`src/hw/rtl/piau_pkg.sv`:
```
// Package for the padded integer to ASCII unit.
// Holds sizes, radix and character codes, controller states and the
// command/status structs shared by controller and datapath. No dependencies.
`timescale 1ns / 1ps

package piau_pkg;

  localparam int MAX_CHARS  = 64;
  localparam int ADDR_W     = $clog2(MAX_CHARS);
  localparam int CNT_W      = $clog2(MAX_CHARS + 1);
  localparam int NUM_W      = 64;
  localparam int STEP_W     = $clog2(NUM_W);
  localparam int BCD_DIGITS = 20;
  localparam int BCD_W      = 4 * BCD_DIGITS;
  localparam int CHAR_W     = 8;
  localparam int FW_W       = 7;

  localparam logic [CHAR_W-1:0] CH_ZERO  = 8'h30;
  localparam logic [CHAR_W-1:0] CH_A     = 8'h61;
  localparam logic [CHAR_W-1:0] CH_MINUS = 8'h2d;
  localparam logic [CHAR_W-1:0] CH_SPACE = 8'h20;

  typedef enum logic [1:0] {
    RADIX_BIN  = 2'd0,
    RADIX_DEC  = 2'd1,
    RADIX_HEX  = 2'd2,
    RADIX_NONE = 2'd3
  } radix_t;

  typedef enum logic [2:0] {
    ST_IDLE,
    ST_DABBLE,
    ST_EXTRACT,
    ST_SIGN,
    ST_SETUP,
    ST_PAD,
    ST_TEXT
  } state_t;

  typedef struct packed {
    logic load;
    logic dabble;
    logic extract;
    logic sign;
    logic setup;
    logic pad;
    logic text;
  } cmd_t;

  typedef struct packed {
    logic   in_zero;
    radix_t in_radix;
    logic   dabble_done;
    logic   extract_done;
    logic   pad_nz;
    logic   cnt_nz;
    logic   load_ok;
    logic   pad_last;
    logic   ptr_last;
    logic   ptr_nz;
  } status_t;

  function automatic logic [CHAR_W-1:0] digit_char(input logic [3:0] d);
    logic [CHAR_W-1:0] dx;
    dx = {{(CHAR_W-4){1'b0}}, d};
    return (d > 4'd9) ? (CH_A + dx - 8'd10) : (CH_ZERO + dx);
  endfunction

endpackage

```
`src/hw/rtl/piau_dp.sv`:
```
// Datapath of the padded integer to ASCII unit: magnitude, shift-add-3
// BCD converter, digit extractor, counters, output register and digit store
// ports. Uses piau_pkg; the digit store is a piau_ram in the top level.
`timescale 1ns / 1ps

module piau_dp import piau_pkg::*; (
  input  logic                    clk,
  input  logic                    rst_n,
  input  cmd_t                    cmd,
  output status_t                 status,
  input  logic signed [NUM_W-1:0] number_in,
  input  logic [1:0]              radix_sel,
  input  logic [FW_W-1:0]         field_width,
  input  logic                    zero_pad,
  output logic                    out_valid,
  input  logic                    out_ready,
  output logic [CHAR_W-1:0]       out_char,
  output logic                    last_char,
  output logic                    ram_we,
  output logic [ADDR_W-1:0]       ram_waddr,
  output logic [CHAR_W-1:0]       ram_wdata,
  output logic [ADDR_W-1:0]       ram_raddr,
  input  logic [CHAR_W-1:0]       ram_rdata
);

  logic [NUM_W-1:0]  mag_r;
  logic [BCD_W-1:0]  bcd_r;
  radix_t            radix_r;
  logic              neg_r;
  logic [FW_W-1:0]   width_r;
  logic              zpad_r;
  logic [STEP_W-1:0] step_r;
  logic [CNT_W-1:0]  cnt_r;
  logic [CNT_W-1:0]  pad_r;
  logic [CNT_W-1:0]  ptr_r;
  logic              out_valid_r;
  logic [CHAR_W-1:0] out_char_r;
  logic              out_last_r;

  logic [NUM_W-1:0]  num_u;
  logic [NUM_W-1:0]  mag_in;
  logic [FW_W-1:0]   width_sat;
  logic [BCD_W-1:0]  bcd_adj;
  logic [3:0]        ext_digit;
  logic [BCD_W-1:0]  ext_shift;
  logic              sign_wr;
  logic              load_ok;
  logic              emit;

  always_comb begin
    num_u     = number_in;
    mag_in    = num_u[NUM_W-1] ? (~num_u + {{(NUM_W-1){1'b0}}, 1'b1}) : num_u;
    width_sat = (field_width > FW_W'(MAX_CHARS)) ? FW_W'(MAX_CHARS) : field_width;

    for (int i = 0; i < BCD_DIGITS; i++) begin
      bcd_adj[4*i +: 4] = (bcd_r[4*i +: 4] > 4'd4) ? (bcd_r[4*i +: 4] + 4'd3)
                                                   : bcd_r[4*i +: 4];
    end

    ext_digit = (radix_r == RADIX_BIN) ? {3'b000, bcd_r[0]} : bcd_r[3:0];
    ext_shift = (radix_r == RADIX_BIN) ? (bcd_r >> 1) : (bcd_r >> 4);

    sign_wr = cmd.sign && neg_r && (radix_r == RADIX_DEC) &&
              (cnt_r < CNT_W'(MAX_CHARS));
    load_ok = !out_valid_r || out_ready;
    emit    = (cmd.pad || cmd.text) && load_ok;

    ram_we    = (cmd.load && (num_u == '0)) || cmd.extract || sign_wr;
    ram_waddr = cmd.load ? '0 : cnt_r[ADDR_W-1:0];
    ram_wdata = cmd.load ? CH_ZERO : (cmd.extract ? digit_char(ext_digit) : CH_MINUS);

    if (cmd.setup) begin
      ram_raddr = cnt_r[ADDR_W-1:0] - ADDR_W'(1);
    end else if (cmd.text && load_ok) begin
      ram_raddr = ptr_r[ADDR_W-1:0] - ADDR_W'(2);
    end else begin
      ram_raddr = ptr_r[ADDR_W-1:0] - ADDR_W'(1);
    end

    status.in_zero      = (num_u == '0);
    status.in_radix     = radix_t'(radix_sel);
    status.dabble_done  = &step_r;
    status.extract_done = (ext_shift == '0) || (cnt_r == CNT_W'(MAX_CHARS - 1));
    status.pad_nz       = ({1'b0, width_r} > {1'b0, cnt_r});
    status.cnt_nz       = (cnt_r != '0);
    status.load_ok      = load_ok;
    status.pad_last     = (pad_r == CNT_W'(1));
    status.ptr_last     = (ptr_r == CNT_W'(1));
    status.ptr_nz       = (ptr_r != '0);
  end

  // control state
  always_ff @(posedge clk) begin
    if (!rst_n) begin
      step_r      <= '0;
      cnt_r       <= '0;
      pad_r       <= '0;
      ptr_r       <= '0;
      out_valid_r <= 1'b0;
    end else begin
      if (cmd.load) begin
        step_r <= '0;
        cnt_r  <= (num_u == '0) ? CNT_W'(1) : '0;
      end
      if (cmd.dabble) begin
        step_r <= step_r + STEP_W'(1);
      end
      if (cmd.extract || sign_wr) begin
        cnt_r <= cnt_r + CNT_W'(1);
      end
      if (cmd.setup) begin
        pad_r <= status.pad_nz ? (CNT_W'(width_r) - cnt_r) : '0;
        ptr_r <= cnt_r;
      end
      if (cmd.pad && load_ok) begin
        pad_r <= pad_r - CNT_W'(1);
      end
      if (cmd.text && load_ok) begin
        ptr_r <= ptr_r - CNT_W'(1);
      end
      if (emit) begin
        out_valid_r <= 1'b1;
      end else if (out_ready) begin
        out_valid_r <= 1'b0;
      end
    end
  end

  // payload
  always_ff @(posedge clk) begin
    if (cmd.load) begin
      mag_r   <= mag_in;
      bcd_r   <= (radix_sel == RADIX_DEC) ? '0 : {{(BCD_W-NUM_W){1'b0}}, mag_in};
      radix_r <= radix_t'(radix_sel);
      neg_r   <= num_u[NUM_W-1];
      width_r <= width_sat;
      zpad_r  <= zero_pad;
    end
    if (cmd.dabble) begin
      bcd_r <= {bcd_adj[BCD_W-2:0], mag_r[NUM_W-1]};
      mag_r <= {mag_r[NUM_W-2:0], 1'b0};
    end
    if (cmd.extract) begin
      bcd_r <= ext_shift;
    end
    if (cmd.pad && load_ok) begin
      out_char_r <= zpad_r ? CH_ZERO : CH_SPACE;
      out_last_r <= (pad_r == CNT_W'(1)) && (ptr_r == '0);
    end
    if (cmd.text && load_ok) begin
      out_char_r <= ram_rdata;
      out_last_r <= (ptr_r == CNT_W'(1));
    end
  end

  assign out_valid = out_valid_r;
  assign out_char  = out_char_r;
  assign last_char = out_last_r;

endmodule

```
`config.mk`:
```
export PLATFORM = sky130hd
export DESIGN_NAME = piau_dp
export DESIGN_NICKNAME = d
export VERILOG_FILES = /design/src/hw/rtl/piau_pkg.sv /design/src/hw/rtl/piau_dp.sv
export SDC_FILE = /design/constraint.sdc
export NUM_CORES = 1
export LEC_CHECK = 0
export ABC_AREA = 1
export BUFFER_PORTS_ARGS = -buffer_cell sky130_fd_sc_hd__buf_4
export CAP_MARGIN = 20
export CORE_ASPECT_RATIO = 1.2
export CORE_MARGIN = 2
export CORE_UTILIZATION = 50
export DETAILED_ROUTE_END_ITERATION = 6
export PLACE_DENSITY_LB_ADDON = 0.2
export SETUP_SLACK_MARGIN = 0.1
export SLEW_MARGIN = 15
export SYNTH_ARGS = -nofsm -noshare
export SYNTH_HDL_FRONTEND = slang
export SYNTH_SLANG_ARGS = --single-unit
export TNS_END_PERCENT = 1
```
`constraint.sdc`:
```
create_clock -name clk -period 4 [get_ports clk]
set_input_delay 0 -clock clk [delete_from_list [all_inputs] [get_ports clk]]
set_output_delay 0 -clock clk [all_outputs]
set_load 0.01 [all_outputs]
```
# Yosys cells after proc, flatten, opt, wreduce, memory -nomap -nowiden
# Index checks and enable logic that the tools add are counted.
dict set report totals {
  inputBits 92
  out_inout_bits 42
  word_cells 157
  regBits 192
}
dict set report classes {
  magnitude_cmp 24
  bitwise 1
  addsub 32
  reduce_logical 29
  n_mux 52
  n_eq_ne 5
}
# op n
set op_table {}
lappend op_table {{$mux W64} 4}
lappend op_table {{$mux W80} 3}
lappend op_table {{$gt A4 B3 Y1 const B} 20}
lappend op_table {{$logic_not A80 Y1} 1}
lappend op_table {{$mux W4} 20}
lappend op_table {{$mux W79} 1}
lappend op_table {{$add A4 B2 Y4 const B} 19}
lappend op_table {{$add A64 B1 Y64 const B} 1}
lappend op_table {{$logic_not A64 Y1} 1}
lappend op_table {{$not A64 Y64} 1}
lappend op_table {{$mux W7} 7}
lappend op_table {{$mux W8} 5}
lappend op_table {{$mux W6} 5}
lappend op_table {{$eq A7 B1 Y1 const B} 2}
lappend op_table {{$reduce_bool A7 Y1} 2}
lappend op_table {{$sub A7 B1 Y7 const B} 2}
lappend op_table {{$reduce_bool A2 Y1} 6}
lappend op_table {{$sub A6 B1 Y6 const B} 2}
lappend op_table {{$add A7 B4 Y8 const A} 1}
lappend op_table {{$logic_and A1 B1 Y1} 8}
lappend op_table {{$sub A8 B4 Y8 const B} 1}
lappend op_table {{$add A6 B4 Y7 const A} 1}
lappend op_table {{$add A7 B1 Y7 const B} 1}
lappend op_table {{$eq A7 B6 Y1 const B} 1}
lappend op_table {{18 further kinds} 28}

# Depth between registers and ports, before layout
# Gate-level depths: netlist of the first run.
dict set report logic_depth {
  ltp_word 7
  ltp_mapped 13
  mapped_depth_nobuf 12
}

# Worst setup path after synthesis of the first run
# OpenSTA, ideal clock, no wires.
dict set report synth_path {
  path_kind {input-to-reg}
  start {in cmd[4] in the netlist's numbering}
  end {reg bcd_r[0] (enable)}
  stages 5
  required_ns 3.204
  arrival_ns 2.151
  path_buffers 3
  setup_ns 0.796
  setup_slack_ns 1.053
  cell_sequence {clkbuf_1 inv_2 clkbuf_1 clkbuf_1 nand2_1}
}
dict set report synth_via {
  elab_chain_len 1
}
# element line
set synth_rtl {}
lappend synth_rtl {{start, declared} piau_dp.sv:9} ;# input cmd_t cmd,
lappend synth_rtl {{$reduce_bool A3 Y1 (no source line)} -}
lappend synth_rtl {{end signal, assigned} piau_dp.sv:133} ;# bcd_r <= (radix_sel == RADIX_DEC) ? '0 : {{(BCD_W-NUM_W){1'b0}}, mag_in};
lappend synth_rtl {{end signal, assigned} piau_dp.sv:140} ;# bcd_r <= {bcd_adj[BCD_W-2:0], mag_r[NUM_W-1]};
lappend synth_rtl {{end signal, assigned} piau_dp.sv:144} ;# bcd_r <= ext_shift;
lappend synth_rtl {{end, declared} piau_dp.sv:27} ;# logic [BCD_W-1:0] bcd_r;
# No other way between the ends.
# A chain may end at the register's enable or synchronous reset.

==> results.yml, run 1 <==
detailed_routing:
  drtIter0Drc: 1466
  drt_pre_antenna_iters: 6
  post_drt_wl_per_cell_um: 16.6
  drt-total-wl_mm: 42.3
  viasPerCell: 5.61
  vias: 14300
  drtAntennaViolNets: 0
  drc: 0
yosys:
  synth_ff_type: "edfxtp_1"
  async_flop_share_pct: 0
  synthCells: 2041
  synth.distinct_cells: 54
  synth_top_area_share_pct: 33.7
  yosysWarnings: 0
  synth_nets: 2190
  seq_area_frac_synth_pct: 37.7
  synth_edf_count: 163
  ys_ff_latch: 192
  synth_top_area_cell: "edfxtp_1"
  avgSynthCellArea_um2: 7.12
  synth_area_mm2: 0.0145
  synth_area_leaders: "edfxtp_1 (34%), nand2_1 (13%), nor2_1 (7.3%)"
place:
  dpl_cell_area_mm2: 0.0158
  post-place-cells: 2491
  hpwl_mm: 31.1
  place_congestion: 0.936
  io_buffers: 132
sta:
  fin_setup_tns_ns: 0
  slew_viol_final: 0
  finalHoldViolCount: 0
  fin_skew_ns: 0.0114
  relSlewSlack_pct: 39.8
  setup_viol: 0
  rsz0062_at_grt: "no"
  fmax_ghz: 0.367
  worstMarginPinSlew_ns: 0.904
  period_share_pct: 68.0
  fin_crit_ns: 2.72
job:
  maxCapViolations: 0
cts:
  cts.clk_slew.worst_paths_ns: 0.08
  cts_buffer_depth: 2
  hold_buffers: 33
  post_cts_resized: 0
  clock-sinks: 192
  postCtsSetupBuffers: 0
  cts_root_buf: "clkbuf_16"
  htree_levels: 4
  worstSkewPairLatency_ns: 0.44
  cts_buffers: 17
  cts_tree: "yes"
setup_path:
  worstPathRequired_ns: 4.00
  endpoint_kind: "primary output"
  path_max_fanout: 159
  worstSetupPathType: "reg -> out"
  cp-start-kind: "flip-flop"
  critPathArrivalTime_ns: 2.72
global_routing:
  grt_pass1_vias: 13200
  grtUsageTotal_pct: 28.0
  grt_max_degree: 160
  grt_antenna_before_repair: 0
  grt_overflow: 0
  grt_pass1_wl_mm: 68.6
worst_hold_path:
  hold_class: "in -> reg"
run_status:
  status: "finished, final reports clean"
final_layout:
  nets: 2307
  multi_input_area_mm2: 0.00791
  fin_area_mm2: 0.0167
  fin_cells: 2556
  final_cell_mix: "nand2_1 (507), nor2_1 (281), inv_1 (211), o21ai_0 (205), edfxtp_1 (163)"
  final_util_pct: 58.2
  regArea_mm2: 0.00548
  drive_gt1_share_pct: 10.1
  area_growth_pct: 14.7
  fill_cells: 2727
  final_common_cell: "nand2_1"
  antennaDiodeCount: 0
die:
  fp.coreArea_mm2: 0.0287
  top_level_ports: 134
  start_util_pct: 50.7
  die_w_um: 160
  rows: 68
  die_y_um: 191
  dieArea_mm2: 0.0305
pwr:
  p_per_area_mw_per_mm2: 383
  ir_drop_mv: 0.293
  p_leak_nw: 7.23
  power.total_mw: 6.39
## per-stage QoR
step,worst slack (ns),hold WS (ns)
5_1_grt,1.01,0.0289
3_5_place_dp,1.80,0.182
3_3_place_gp,1.82,0.183
4_1_cts,1.31,0.00362
2_1_floorplan,1.05,0.0530
6_report,1.28,0.0173
## cell families (layout without fill, tap and decap cells)
family	after synthesis	in the layout	synth area share, %
other	1	1	0.0258
buffers and inverters	296	426	8.13
DFF	192	192	37.7
xor gates and xnor gates	48	48	2.89
AOI/OAI and AO/OA	480	480	18.7
and+or+nand+nor	967	967	27.6
adders and majority gates	57	57	4.96
## worst max-delay path, stage by stage, from the launching register on
cell,delay [ns]
edfxtp_1,0.43
nor2_4,0.15
buf_12,0.40
o21ai_0,0.25
nor2_1,0.13
nand2_1,0.07
nor2_1,0.12
nand2_1,0.09
nor2_1,0.18
nand3_1,0.13
nand2_1,0.10
buf_4,0.13
## metal layers
| layer | GRT usage [%] | wire (um) |
|---|---|---|
| met4 | 8.81 | 1110 |
| met5 | 0 | 0 |
| met1 | 38.5 | 18700 |
| met2 | 46.4 | 19800 |
| met3 | 3.09 | 2720 |
## cell type report
cell class | instances | area share, %
multi-input cells | 1553 | 47.4
flip-flops and latches | 192 | 32.8
repair buffers | 178 | 8.58
inverters | 216 | 4.86
clock buffers | 24 | 2.96
well taps | 385 | 2.89
clock inverters | 8 | 0.458
## sequential cells by signal, summed over array words and instances (netlist names)
register and flops:
last_char 1, mag_r 64, ptr_r 7, zpad_r 1, step_r 6, cnt_r 7, pad_r 7, width_r 7
out_char 8, bcd_r 80, neg_r 1, out_valid 1, radix_r 2
## synthesized netlist by cell type, types with 4 or more instances
cell	instances
nand2_1	508
nor2_1	282
inv_1	212
o21ai_0	205
edfxtp_1	163
a21oi_1	141
nand3_1	96
ha_1	56
clkbuf_1	45
xor2_1	38
a31oi_1	29
dfxtp_1	29
a22o_1	24
buf_2	21
nand4_1	20
nand3b_1	14
o22ai_1	14
o21ai_1	13
nor3_1	12
buf_4	10
xnor2_1	10
a22oi_1	9
nor2_2	8
or2_2	8
a211oi_1	7
nor2_4	7
a21boi_1	5
nand2_2	5
o21ai_2	4
o32ai_1	4
## final timing paths
path | startpoint | endpoint | slack, ns | depth (start not counted)
setup / recovery | radix_r[1] | status[6] | 1.28 | 11
hold / removal | number_in[26] | mag_r[26] | 0.02 | 5
setup reg to reg | cnt_r[2] | pad_r[2] | 1.88 | 10
hold reg to reg | ptr_r[6] | ptr_r[6] | 0.47 | 2
## power by group
group          internal [mW]  total (mW)  switching, mW  leakage (nW)
combinational          0.716        1.96           1.24          4.98
clock                  0.933        1.71          0.780         0.285
sequential              2.52        2.72          0.204          1.96
Power figures use the tool's default switching activity.
==> run 2: changes to the inputs <==
--- a/config.mk
+++ b/config.mk
@@ -5,7 +5,7 @@
 export SDC_FILE = /design/constraint.sdc
 export NUM_CORES = 1
 export LEC_CHECK = 0
-export ABC_AREA = 1
+export ABC_AREA = 0
 export BUFFER_PORTS_ARGS = -buffer_cell sky130_fd_sc_hd__buf_4
 export CAP_MARGIN = 20
 export CORE_ASPECT_RATIO = 1.2
==> constraint.sdc (replaced) <==
create_clock -name clk -period 2.61 [get_ports clk]
set_input_delay 0 -clock clk [delete_from_list [all_inputs] [get_ports clk]]
set_output_delay 0 -clock clk [all_outputs]
set_load 0.01 [all_outputs]
==> run 2 against run 1 <==
The flow now finishes with violations (setup timing). Critical path depth fell by 3. Setup slack got worse by 1.3 ns. Clock-buffer cell count did not move. Final area barely moved. Combinational power rose by 73%. Global-route usage rose by 4.3 points. Sequential share of layout area barely moved. Clock skew barely moved. Cell count fell by 16%. Critical path type unchanged.
==> results.yml, run 2 <==
run_status:
  status: "finished with violations"
  violations: "setup timing"
die:
  fp.coreArea_mm2: 0.0272
  dieArea_mm2: 0.0290
  rows: 66
  start_util_pct: 50.9
  die_w_um: 156
  die_y_um: 186
  top_level_ports: 134
yosys:
  synth_ff_type: "edfxtp_1"
  synth_nets: 1768
  synth_area_leaders: "edfxtp_1 (35%), nand2_1 (6.4%), o21ai_0 (6.4%)"
  synth_top_area_cell: "edfxtp_1"
  async_flop_share_pct: 0
  synth_top_area_share_pct: 35.4
  avgSynthCellArea_um2: 8.54
  synth_area_mm2: 0.0138
  yosysMostFrequentCell: "nand2_1"
  yosysWarnings: 0
  synth_edf_count: 163
  ys_ff_latch: 192
  synth_top_cells_by_count: "nand2_1 (236), o21ai_0 (176), edfxtp_1 (163)"
  seq_area_frac_synth_pct: 39.6
  synthCells: 1619
  synth.distinct_cells: 75
final_layout:
  multi_input_area_mm2: 0.00775
  largest_reg_flops: 80
  final_common_cell: "nand2_1"
  antennaDiodeCount: 0
  final_util_pct: 61.3
  fill_cells: 2392
  area_growth_pct: 20.5
  regArea_mm2: 0.00548
  max_flop_register: "bcd_r"
  nets: 1945
  final_cell_mix: "nand2_1 (234), buf_4 (212), o21ai_0 (176), edfxtp_1 (163), a21oi_1 (117)"
  drive_gt1_share_pct: 16.6
detailed_routing:
  post_drt_wl_per_cell_um: 21.6
  wl_met3_mm: 2.94
  drtIter0Drc: 1345
  top_layer: "met4"
  drc: 0
  wl_met1_mm: 17.8
  drt_pre_antenna_iters: 5
  wl_met2_mm: 22.6
  vias: 13400
  viasPerCell: 6.25
  drt-total-wl_mm: 46.5
  drtAntennaViolNets: 0
sta:
  worstMarginPinSlew_ns: 0.820
  fin_skew_ns: 0.0116
  setup_viol: 1
  finalHoldViolCount: 0
  rsz0062_at_grt: "yes"
  postLayoutSetupSlackWorst_ns: -0.0360
  slew_viol_final: 0
  fin_crit_ns: 2.65
  relSlewSlack_pct: 45.3
  fmax_ghz: 0.378
  period_share_pct: 101
  timing.hold.ws_ns: 0.00669
setup_path:
  critPathArrivalTime_ns: 2.65
  worstPathRequired_ns: 2.61
  endpoint_kind: "primary output"
  worstSetupPathType: "reg -> out"
  path_max_fanout: 7
  cp_cell_sequence: "nor2_1 -> nand3_1 -> nor4_2 -> a31oi_1 -> a2111o_1 -> o32ai_2 -> buf_4 -> buf_6"
  slowest_stage: "edfxtp_1"
  critPathMaxStageDelay_ns: 0.56
  cp-start-kind: "flip-flop"
cts:
  cts.clk_slew.worst_paths_ns: 0.08
  worstSkewPairLatency_ns: 0.45
  cts_buffers: 17
  clock-sinks: 192
  cts_tree: "yes"
  cts_root_buf: "clkbuf_16"
  cts_buffer_depth: 2
  htree_levels: 4
place:
  place_congestion: 0.997
  io_buffers: 132
  hpwl_mm: 33.2
pwr:
  p_per_area_mw_per_mm2: 642
  ir_drop_mv: 0.464
  p_leak_nw: 6.59
global_routing:
  grtUsageTotal_pct: 32.2
  grt_pass1_wl_mm: 71.8
  grt_antenna_before_repair: 0
  grt_overflow: 0
  grt_max_degree: 64
  grt_pass1_vias: 12900
worst_hold_path:
  hold_class: "in -> reg"
job:
  maxCapViolations: 0
-- run 2: cell types whose count changed after synthesis, sizes merged, moves of 26 or more --
cell    change
mux2i      +45
nand2     -279
nand3      -68
nor3       +44
xor2       +26
inv       -126
o21ai      -33
nor2      -210
o221ai     +27
clkbuf     +35
nor4       +28
-- run 2: kinds of logic (layout without fill, tap and decap cells) --
| kind of cell | Yosys count | in the layout | share of synthesized area [%] |
|---|---|---|---|
| simple gates | 570 | 570 | 19.9 |
| compound gates | 469 | 469 | 20.6 |
| flops | 192 | 192 | 39.6 |
| buf+inv | 187 | 377 | 5.19 |
| xor+xnor | 95 | 95 | 6.02 |
| fa+ha+maj | 57 | 57 | 5.21 |
| mux | 48 | 48 | 3.50 |
| other cells | 1 | 1 | 0.0271 |
-- run 2: path summary, 6_finish.rpt --
check | startpoint | to | slack, ns | cells after the start
max reg2reg | cnt_r[6] | pad_r[6] | 0.29 | 7
min reg2reg | step_r[3] | step_r[3] | 0.49 | 2
max | bcd_r[42] | status[6] | -0.04 | 8
min | cmd[6] | width_r[5] | 0.007 | 1
-- run 2: layer usage --
layer  GRT usage [%]  up-vias
li1                -     6286
met1            38.3     6354
met3            4.10      147
met4            20.5        0
met5               0        -
met2            55.6      644
-- run 2: area by class of cell --
class	instances	area share [%]
Clock buffer	24	3.33
Timing Repair Buffer	256	12.3
Sequential cell	192	32.9
Multi-Input combinational cell	1240	46.5
Tap cell	340	2.55
Inverter	89	2.01
Clock inverter	8	0.361
-- run 2: through the flow --
step           worst slack, ns  total power [mW]  cells  instance area (um2)  setup TNS, ns
6_report               -0.0360              10.7   2149                16700        -0.0360
5_1_grt                -0.0639              11.2   2149                16700        -0.0639
4_1_cts                 0.0110              10.6   2145                16600              0
3_5_place_dp            -0.159              7.72   2061                15400         -0.209
3_3_place_gp           -0.0319              7.64   2061                15400        -0.0319
2_1_floorplan            0.236              6.55   1619                13800              0
-- run 2: report_power, final --
group          leakage, nW  switching [mW]  internal, mW
combinational         4.29            1.96          1.44
sequential            1.99           0.615          3.93
clock                0.309            1.25          1.51
-- run 2: critical path, delay by kind of cell, from the launching register on --
family          cells  cell delay [ns]
simple gates        3             0.67
flops               1             0.56
compound gates      3             0.71
buf+inv             2             0.25
-- run 2: timing repair --
action                                  in CTS  in global routing
buffers inserted                            11                  4
resized for setup                           10                 16
cloned                                       0                  0
endpoints found under the hold margin       42                  0
hold buffers                                41                  0
endpoints found under the setup margin       2                  9
pin swaps                                    3                  0
==> run 3: changes to the inputs <==
--- a/config.mk
+++ b/config.mk
@@ -10,7 +10,7 @@
 export CAP_MARGIN = 20
 export CORE_ASPECT_RATIO = 1.2
 export CORE_MARGIN = 2
-export CORE_UTILIZATION = 50
+export CORE_UTILIZATION = 30
 export DETAILED_ROUTE_END_ITERATION = 6
 export PLACE_DENSITY_LB_ADDON = 0.2
 export SETUP_SLACK_MARGIN = 0.1
==> run 3 against run 2 <==
Combinational power rose by 5%. Maximum frequency fell by 3.5%. Register-to-register slack got worse by 0.02 ns. Hold slack improved by 0.011 ns. Cell count rose by 14%. Critical path depth fell by 1. Total power rose by 1.8%. Critical path type unchanged. Sequential power barely moved. Clock skew rose by 0.0038 ns. The flow still finishes with violations (setup timing). Final area rose by 4.0%.
==> results.yml, run 3 (synthesis results as in run 2) <==
run_status:
  status: "finished with violations"
  violations: "setup timing"
cts:
  cts_buffers: 17
  cts_tree: "yes"
  htree_levels: 4
  worstSkewPairLatency_ns: 0.50
  clock-sinks: 192
  cts_root_buf: "clkbuf_16"
  cts.clk_slew.worst_paths_ns: 0.08
  cts_buffer_depth: 2
detailed_routing:
  top_layer: "met5"
  drc: 0
  wl_met1_mm: 21.4
  drtIter0Drc: 1206
  post_drt_wl_per_cell_um: 21.2
  wl_met3_mm: 2.53
  vias: 13300
  drt_pre_antenna_iters: 5
  drt-total-wl_mm: 52.1
  drtAntennaViolNets: 0
  viasPerCell: 5.42
  wl_met2_mm: 26.2
sta:
  postLayoutSetupSlackWorst_ns: -0.131
  fin_crit_ns: 2.74
  setup_viol: 1
  fmax_ghz: 0.365
  fin_skew_ns: 0.0153
  rsz0062_at_grt: "yes"
  worstMarginPinSlew_ns: 0.888
  relSlewSlack_pct: 40.7
  period_share_pct: 105
  fin_setup_tns_ns: -0.131
  finalHoldViolCount: 0
  slew_viol_final: 0
global_routing:
  grt_pass1_wl_mm: 79.1
  grt_pass1_vias: 12900
  grt_max_degree: 75
  grtUsageTotal_pct: 22.2
  grt_overflow: 0
  grt_antenna_before_repair: 1
pwr:
  clock_power_share_pct: 25.6
  power_frac_seq_pct: 41.7
  ir_drop_mv: 0.584
  p_per_area_mw_per_mm2: 629
  power.total_mw: 10.9
  p_leak_nw: 6.71
  combPwrFrac_pct: 32.8
  intPower_mw: 6.82
  switching_share_pct: 37.4
  p_switching_mw: 4.07
setup_path:
  rrSetupSlack_ns: 0.27
  slowest_stage: "or4_4"
  path_max_fanout: 2
  endpoint_kind: "primary output"
  worstSetupPathType: "reg -> out"
  critPathArrivalTime_ns: 2.74
  cp_cell_sequence: "or4_4 -> nor4_4 -> nand3_1 -> a2111o_1 -> o32ai_2 -> buf_4 -> buf_6"
  cp-start-kind: "flip-flop"
  worstPathRequired_ns: 2.61
  critPathMaxStageDelay_ns: 0.60
place:
  io_buffers: 132
  hpwl_mm: 38.3
  place_congestion: 0.931
final_layout:
  fill_cells: 4683
  max_flop_register: "bcd_r"
  drive_gt1_share_pct: 17.6
  antennaDiodeCount: 0
  area_growth_pct: 25.3
  final_cell_mix: "nand2_1 (232), buf_4 (228), o21ai_0 (175), edfxtp_1 (163), a21oi_1 (118)"
  final_common_cell: "nand2_1"
  nets: 1979
  largest_reg_flops: 80
die:
  die_w_um: 200
  start_util_pct: 30.2
  fp.coreArea_mm2: 0.0457
  die_y_um: 239
  dieArea_mm2: 0.0478
  top_level_ports: 134
  rows: 86
worst_hold_path:
  hold_class: "in -> reg"
job:
  maxCapViolations: 0
run 3: changes by cell type in the layout (fill, tap and decap cells not counted), sizes merged, moves of 3 or more:
cell	change
buf	+20
clkbuf	-7
clkinv	-3
dlygate4sd3	+14
inv	+8
run 3: worst max-delay path, delay by kind of cell, from the launching register on:
kind,cells,cell delay (ns)
compound gates,2,0.67
simple gates,3,0.85
flops,1,0.45
buf+inv,2,0.28
run 3: what timing repair did:
| item | CTS | global route |
|---|---|---|
| endpoints found under the hold margin | 80 | 0 |
| setup buffers | 6 | 13 |
| gates resized for setup | 11 | 24 |
| pin swaps | 2 | 11 |
| setup endpoints to repair | 5 | 21 |
| hold buffers | 55 | 0 |
| cloned | 0 | 0 |
run 3: worst paths after layout:
check / start / endpoint / depth (start not counted)
max: bcd_r[60] / status[6] / 7
min: number_in[1] / mag_r[1] / 3
max reg2reg: bcd_r[60] / bcd_r[62] / 9
min reg2reg: ptr_r[6] / ptr_r[6] / 1
run 3: layer usage:
metal  global-route usage, %  vias up
li1                        -     6365
met1                    26.9     6487
met2                    38.8      395
met3                    3.29       67
met4                    9.56        2
met5                       0        -
run 3: layout make-up:
class | instances | area, um2 | area share [%]
repair buffers | 290 | 2380 | 13.7
inverters | 89 | 334 | 1.93
clock buffers | 17 | 425 | 2.45
well taps | 616 | 771 | 4.45
multi-input cells | 1240 | 7780 | 44.9
clock inverters | 15 | 164 | 0.946
flip-flops and latches | 192 | 5480 | 31.6
run 3: power by group through the flow:
stage	clock network, mW	registers [mW]	logic (mW)
after floorplan	0	4.31	2.24
after global placement	0	4.62	3.24
after detailed placement	0	4.62	3.29
after CTS	2.86	4.53	3.45
after global routing	2.96	4.60	4.00
final	2.79	4.54	3.57
run 3: through the flow:
stage / cell area [um2] / util (%) / setup WS [ns] / hold WS (ns) / instances
after floorplan: 13800 / - / 0.236 / 0.0918 / 1619
after global placement: 15900 / 34.8 / -0.0436 / 0.180 / 2353
after detailed placement: 15900 / 34.8 / -0.00393 / 0.181 / 2353
after CTS: 17100 / 37.5 / -0.179 / 0.00289 / 2446
after global routing: 17300 / 37.9 / -0.190 / 0.00801 / 2459
final: 17300 / 37.9 / -0.131 / 0.0172 / 2459
